--- src/rtl/fwt_pkg.sv ---
package fwt_pkg;
  localparam int unsigned Width = 32;
  localparam int unsigned CntW = $clog2(Width);
  typedef logic [Width-1:0] word_t;
  typedef logic [Width:0] wide_t;
  typedef logic [CntW-1:0] cnt_t;
endpackage

--- src/rtl/fermat_witness_test_unit.sv ---
// fermat witness round unit
// input channel: in_valid_i / in_stall_o with candidate_i and base_i
// output channel: out_valid_o / out_stall_i with passes_o, coprime_o, residue_o, invalid_o
// one result item per input item, in order
// a candidate of 2 or an invalid input goes straight to the output state
// otherwise a binary gcd runs first, one shift or subtract per cycle,
// then modular power scans 32 exponent bits; each bit needs one square and
// an optional multiply, each a shift-and-add pass of the shared multiplier
// in_stall_o is high from acceptance until the result item is taken
// a stalled result holds its value until out_stall_i drops
// reset clears the sequencer; no item is in flight after reset
module fermat_witness_test_unit (
  input  logic        clk_i,
  input  logic        rst_ni,
  input  logic        in_valid_i,
  output logic        in_stall_o,
  input  logic [31:0] candidate_i,
  input  logic [31:0] base_i,
  output logic        out_valid_o,
  input  logic        out_stall_i,
  output logic        passes_o,
  output logic        coprime_o,
  output logic [31:0] residue_o,
  output logic        invalid_o
);
  typedef enum logic [2:0] {
    StIdle, StGcd, StSq, StMul, StWait, StOut
  } state_e;

  state_e state_q;
  fwt_pkg::word_t x_q, a_q, e_q, r_q, g1_q, g2_q, mb_q, res_q;
  fwt_pkg::cnt_t bit_q;
  logic cop_q, pass_q, inv_q, was_sq_q;
  logic mm_start, mm_done;
  fwt_pkg::word_t mm_p;

  fwt_modmul u_mm (
    .clk_i  (clk_i),
    .rst_ni (rst_ni),
    .start_i(mm_start),
    .done_o (mm_done),
    .a_i    (mb_q),
    .b_i    (r_q),
    .m_i    (x_q),
    .p_o    (mm_p)
  );

  assign mm_start = (state_q == StSq) || (state_q == StMul);

  always_ff @(posedge clk_i or negedge rst_ni) begin
    if (!rst_ni) begin
      state_q <= StIdle;
      x_q <= '0; a_q <= '0; e_q <= '0; r_q <= '0; g1_q <= '0; g2_q <= '0;
      mb_q <= '0; res_q <= '0; bit_q <= '0;
      cop_q <= 1'b0; pass_q <= 1'b0; inv_q <= 1'b0; was_sq_q <= 1'b0;
    end else begin
      unique case (state_q)
        StIdle: begin
          if (in_valid_i) begin
            x_q <= candidate_i;
            a_q <= base_i;
            e_q <= candidate_i - 32'd1;
            g1_q <= base_i;
            g2_q <= candidate_i;
            r_q <= 32'd1;
            bit_q <= fwt_pkg::cnt_t'(fwt_pkg::Width - 1);
            if (candidate_i == 32'd2) begin
              pass_q <= 1'b1; cop_q <= 1'b1; res_q <= 32'd1; inv_q <= 1'b0;
              state_q <= StOut;
            end else if (candidate_i < 32'd2 || base_i < 32'd2 ||
                         base_i >= candidate_i) begin
              pass_q <= 1'b0; cop_q <= 1'b0; res_q <= '0; inv_q <= 1'b1;
              state_q <= StOut;
            end else begin
              inv_q <= 1'b0;
              state_q <= StGcd;
            end
          end
        end
        StGcd: begin
          // binary gcd, both operands nonzero; a shared factor of two means not coprime
          if (!g1_q[0] && !g2_q[0]) begin
            cop_q <= 1'b0;
            mb_q <= r_q;
            state_q <= StSq;
          end else if (!g1_q[0]) begin
            g1_q <= g1_q >> 1;
          end else if (!g2_q[0]) begin
            g2_q <= g2_q >> 1;
          end else if (g1_q == g2_q) begin
            cop_q <= (g1_q == 32'd1);
            mb_q <= r_q;
            state_q <= StSq;
          end else if (g1_q > g2_q) begin
            g1_q <= g1_q - g2_q;
          end else begin
            g2_q <= g2_q - g1_q;
          end
        end
        StSq: begin
          was_sq_q <= 1'b1;
          state_q <= StWait;
        end
        StMul: begin
          was_sq_q <= 1'b0;
          state_q <= StWait;
        end
        StWait: begin
          if (mm_done) begin
            r_q <= mm_p;
            if (was_sq_q && e_q[bit_q]) begin
              mb_q <= a_q;
              state_q <= StMul;
            end else if (bit_q == '0) begin
              res_q <= mm_p;
              pass_q <= cop_q && (mm_p == 32'd1);
              state_q <= StOut;
            end else begin
              bit_q <= bit_q - 1'b1;
              mb_q <= mm_p;
              state_q <= StSq;
            end
          end
        end
        StOut: begin
          if (!out_stall_i) state_q <= StIdle;
        end
        default: state_q <= StIdle;
      endcase
    end
  end

  assign in_stall_o  = (state_q != StIdle);
  assign out_valid_o = (state_q == StOut);
  assign passes_o    = pass_q;
  assign coprime_o   = cop_q;
  assign residue_o   = res_q;
  assign invalid_o   = inv_q;
endmodule

--- src/rtl/fwt_modmul.sv ---
module fwt_modmul (
  input  logic            clk_i,
  input  logic            rst_ni,
  input  logic            start_i,
  output logic            done_o,
  input  fwt_pkg::word_t  a_i,
  input  fwt_pkg::word_t  b_i,
  input  fwt_pkg::word_t  m_i,
  output fwt_pkg::word_t  p_o
);
  fwt_pkg::word_t acc_q, acc_d, b_q;
  fwt_pkg::cnt_t  cnt_q;
  logic busy_q, done_q;
  fwt_pkg::wide_t dbl, dblr, sum;
  fwt_pkg::word_t accs;

  // one shift-and-add step per cycle, msb of b first
  always_comb begin
    dbl  = {acc_q, 1'b0};
    dblr = (dbl >= {1'b0, m_i}) ? dbl - {1'b0, m_i} : dbl;
    accs = dblr[fwt_pkg::Width-1:0];
    sum  = {1'b0, accs} + {1'b0, a_i};
    if (b_q[fwt_pkg::Width-1]) begin
      acc_d = (sum >= {1'b0, m_i}) ? fwt_pkg::word_t'(sum - {1'b0, m_i}) :
                                     sum[fwt_pkg::Width-1:0];
    end else begin
      acc_d = accs;
    end
  end

  always_ff @(posedge clk_i or negedge rst_ni) begin
    if (!rst_ni) begin
      busy_q <= 1'b0;
      done_q <= 1'b0;
      cnt_q  <= '0;
      acc_q  <= '0;
      b_q    <= '0;
    end else begin
      done_q <= 1'b0;
      if (start_i) begin
        busy_q <= 1'b1;
        acc_q  <= '0;
        b_q    <= b_i;
        cnt_q  <= '0;
      end else if (busy_q) begin
        acc_q <= acc_d;
        b_q   <= {b_q[fwt_pkg::Width-2:0], 1'b0};
        cnt_q <= cnt_q + 1'b1;
        if (cnt_q == fwt_pkg::cnt_t'(fwt_pkg::Width - 1)) begin
          busy_q <= 1'b0;
          done_q <= 1'b1;
        end
      end
    end
  end

  assign done_o = done_q;
  assign p_o    = acc_q;
endmodule

--- config.mk ---
export PLATFORM = sky130hd
export DESIGN_NAME = fermat_witness_test_unit
export DESIGN_NICKNAME = d
export VERILOG_FILES = /design/src/rtl/fwt_pkg.sv /design/src/rtl/fermat_witness_test_unit.sv /design/src/rtl/fwt_modmul.sv
export SDC_FILE = /design/constraint.sdc
export NUM_CORES = 1
export LEC_CHECK = 0
export BUFFER_PORTS_ARGS = -buffer_cell sky130_fd_sc_hd__buf_2
export CORE_AREA = 2 2 205 207
export CTS_BUF_LIST = sky130_fd_sc_hd__clkbuf_2 sky130_fd_sc_hd__clkbuf_4 sky130_fd_sc_hd__clkbuf_8
export CTS_CLUSTER_DIAMETER = 80
export CTS_CLUSTER_SIZE = 30
export DETAILED_ROUTE_END_ITERATION = 7
export DIE_AREA = 0 0 207 209
export HOLD_SLACK_MARGIN = 0.12
export PLACE_DENSITY = 0.79
export SLEW_MARGIN = 10
export SYNTH_ARGS = -nofsm -noshare
export SYNTH_HDL_FRONTEND = slang
export SYNTH_SLANG_ARGS = --single-unit
--- constraint.sdc ---
create_clock -name clk_i -period 13.98 [get_ports clk_i]
set_input_delay 3.495 -clock clk_i [delete_from_list [all_inputs] [get_ports clk_i]]
set_output_delay 3.495 -clock clk_i [all_outputs]
set_load 0.005 [all_outputs]
==> flow_summary.toml <==
[min_path]
hold_class = "flip-flop to flip-flop"
hold-path-endpoint = "e_q[18]"
hold_depth = 2
min_from = "e_q[18]"

[logic_synthesis]
synth_fa_ha_area_share_pct = 9.84
yosys_warnings = 0
synth_nets = 3364
synth_top_family_by_area = "compound AO/OA/AOI/OAI gates"
syn_inst = 3092
synth.distinct_cells = 84
synth_mux_area_share_pct = 8.95
syn_area_um2 = 26300
synth_edf_count = 0
synth_seq_cells = 339
avgSynthCellArea_um2 = 8.51
async_flop_share_pct = 100
synth-compound-area-share_pct = 22.7
seq_area_frac_synth_pct = 32.2
synthXorXnorAreaFrac_pct = 5.42
synth_simple_gate_area_share_pct = 15.4
synthFlopType = "dfrtp_1"

[route]
wl_per_cell_um = 26.1
first_pass_iters = 6
wl_mm = 95.0
drc = 0
drt_iter0_drc = 3077
ant_nets = 0
via_per_inst = 6.84
via_count = 24870

[global_routing]
grt_pass1_wl_mm = 146
grt_max_degree = 175
overflow = 0
antenna_found_initial = 5
grt_pass1_vias = 24601
grtUsageTotal_pct = 43.4

[clock_tree]
clockBufferDepth = 3
ctsHoldBuffers = 0
clock_tree.root_cell = "clkbuf_8"
path_clk_slew_ns = 0.16
cts_buffers = 25
numClockSinks = 339
clkLatencyLatePin_ns = 0.70
cts_tree = "done"
postCtsSetupBuffers = 0
cts_resized = 0
h-tree-depth = 1

[timing]
relSlewSlack_pct = 11.5
skew_ns = 0.0729
finalSetupTns_ns = 0
hold_viol_final = 0
rsz0062_at_grt = "no"
max_freq_ghz = 0.109
maxSlewViolCount = 0
final.period_utilization_pct = 65.5
finalCriticalPeriod_ns = 9.15
worst_slew_pin_slew_ns = 1.32
setup_viol = 0

[critical_path]
path_common_cell = "a21oi_1"
worst_path_max_delay_cell = "o21a_1"
max_stage_delay_ns = 0.97
timing.rr.end = "u_mm.p_o[17]"
crit_fanout = 34
crit_required_ns = 14.54
cp_top_family = "compound AO/OA/AOI/OAI gates"
endpoint_kind = "flip-flop"
cp_num_buf_inv = 1
arrival_ns = 9.71
critical_path_class = "flip-flop to flip-flop"
r2r_cells = 30
r2r-start = "u_mm.p_o[25]"
reg2reg_slack_ns = 4.83
critPathLaunchType = "flip-flop"

[layout]
drive_gt1_share_pct = 11.7
final_common_cell = "nand2_1"
layout_common_cells = "371 x nand2_1, 338 x dfrtp_1, 265 x o21ai_0"
syn_to_final_growth_pct = 5.74
fillers = 3460
multi_input_area_um2 = 16500
final_cells = 3636
regArea_um2 = 8480
nets = 3349

[job]
maxCapViolations = 0

[outcome]
outcome = "finished clean"

[die]
design.die.area_um2 = 43300
die_w_um = 207
fp-row-count = 75
core_area_um2 = 41300
ios = 105
start_util_pct = 63.7
die_y_um = 209

[placement]
io_buffers = 104
gp_congestion = 1.04
post-dp-hpwl_mm = 72.2
post-place-cells = 3589
routing by layer:
layer / track usage, % / vias up / wire length, um / share of wire (%)
met2: 66.4 / 1457 / 41500 / 44
li1: - / 11077 / - / -
met3: 9.56 / 309 / 10300 / 11
met5: 0 / - / 24 / 0.025
met4: 22.2 / 4 / 5350 / 5.6
met1: 57.9 / 12023 / 37800 / 40
metrics by stage:
step / area [um^2] / worst slack [ns] / util (%) / hold WS, ns
floorplan: 26300 / 6.96 / - / 0.434
global placement: 27100 / 5.24 / 65.6 / 0.448
detailed placement: 27100 / 5.05 / 65.6 / 0.467
CTS: 27800 / 5.04 / 67.4 / 0.498
global route: 27800 / 4.38 / 67.4 / 0.527
finish: 27800 / 4.83 / 67.4 / 0.498
worst register-to-register path: cells and delay by family (launching register included):
kind | cells | cell delay, ns
AOI/OAI and AO/OA | 20 | 6.01
adders and majority gates | 3 | 1.32
buffers and inverters | 1 | 0.31
DFF | 1 | 0.47
muxes | 1 | 0.27
and+or+nand+nor | 5 | 0.66
Yosys cell counts, types with 13 or more instances:
cell,n,share of area (%)
o211ai_1,38,1.1
o22ai_1,45,1.1
inv_1,185,2.6
a21o_1,87,2.5
nand2b_1,17,0.40
nor2_1,181,2.6
o31ai_1,26,0.74
nand3_1,46,0.87
xor2_1,50,1.7
a221oi_1,28,0.93
o21ai_0,265,5.0
nor4_1,32,0.76
and3_1,31,0.74
a221o_1,16,0.61
a211oi_1,32,0.91
nand4_1,45,1.1
dfrtp_1,339,32
xnor2_1,113,3.8
ha_1,199,9.5
a31oi_1,45,1.1
mux2i_1,91,3.5
nand2_1,372,5.3
nor2b_1,26,0.62
buf_2,14,0.27
mux2_2,91,3.9
mux2_4,22,1.3
clkbuf_1,148,2.1
o21a_1,21,0.60
nor3_1,44,0.84
and2_1,13,0.31
a21oi_1,221,4.2
and2_2,19,0.54
o21bai_1,20,0.57
how the worst max path moves through the flow:
stage	startpoint	end	slack, ns	depth (start not counted)
2_1_floorplan	u_mm.p_o[25]	u_mm.p_o[30]	6.96	31
3_3_place_gp	u_mm.p_o[23]	u_mm.p_o[19]	5.24	28
3_5_place_dp	u_mm.p_o[25]	u_mm.p_o[17]	5.05	30
4_1_cts	u_mm.p_o[25]	u_mm.p_o[17]	5.04	30
5_1_grt	u_mm.p_o[25]	u_mm.p_o[17]	4.38	30
6_report	u_mm.p_o[25]	u_mm.p_o[17]	4.83	30
final cells by class:
class | instances | share of cell area (%)
inverter | 187 | 2.52
multi-input combinational | 2391 | 59.1
antenna | 2 | 0.0180
sequential | 339 | 30.5
clock buffer | 26 | 1.29
clock inverter | 19 | 1.40
timing repair buffer | 133 | 2.73
tap | 539 | 2.42
flip-flops by register name, indices dropped and copies added (netlist names):
name,count
state_q,3
g2_q,32
a_q,32
g1_q,32
u_mm.cnt_q,5
u_mm.busy_q,1
mb_q,32
u_mm.p_o,32
u_mm.b_q,32
coprime_o,1
r_q,32
e_q,32
residue_o,32
x_q,32
invalid_o,1
u_mm.done_o,1
bit_q,5
passes_o,1
was_sq_q,1
cell families after synthesis:
family,count (synthesis)
buf+inv,362
flops,339
mux,208
compound gates,943
fa+ha+maj,204
xor+xnor,163
simple gates,873
Power is not shown: default switching activity piles up to over one toggle a cycle in this logic, so the estimate is an artifact.
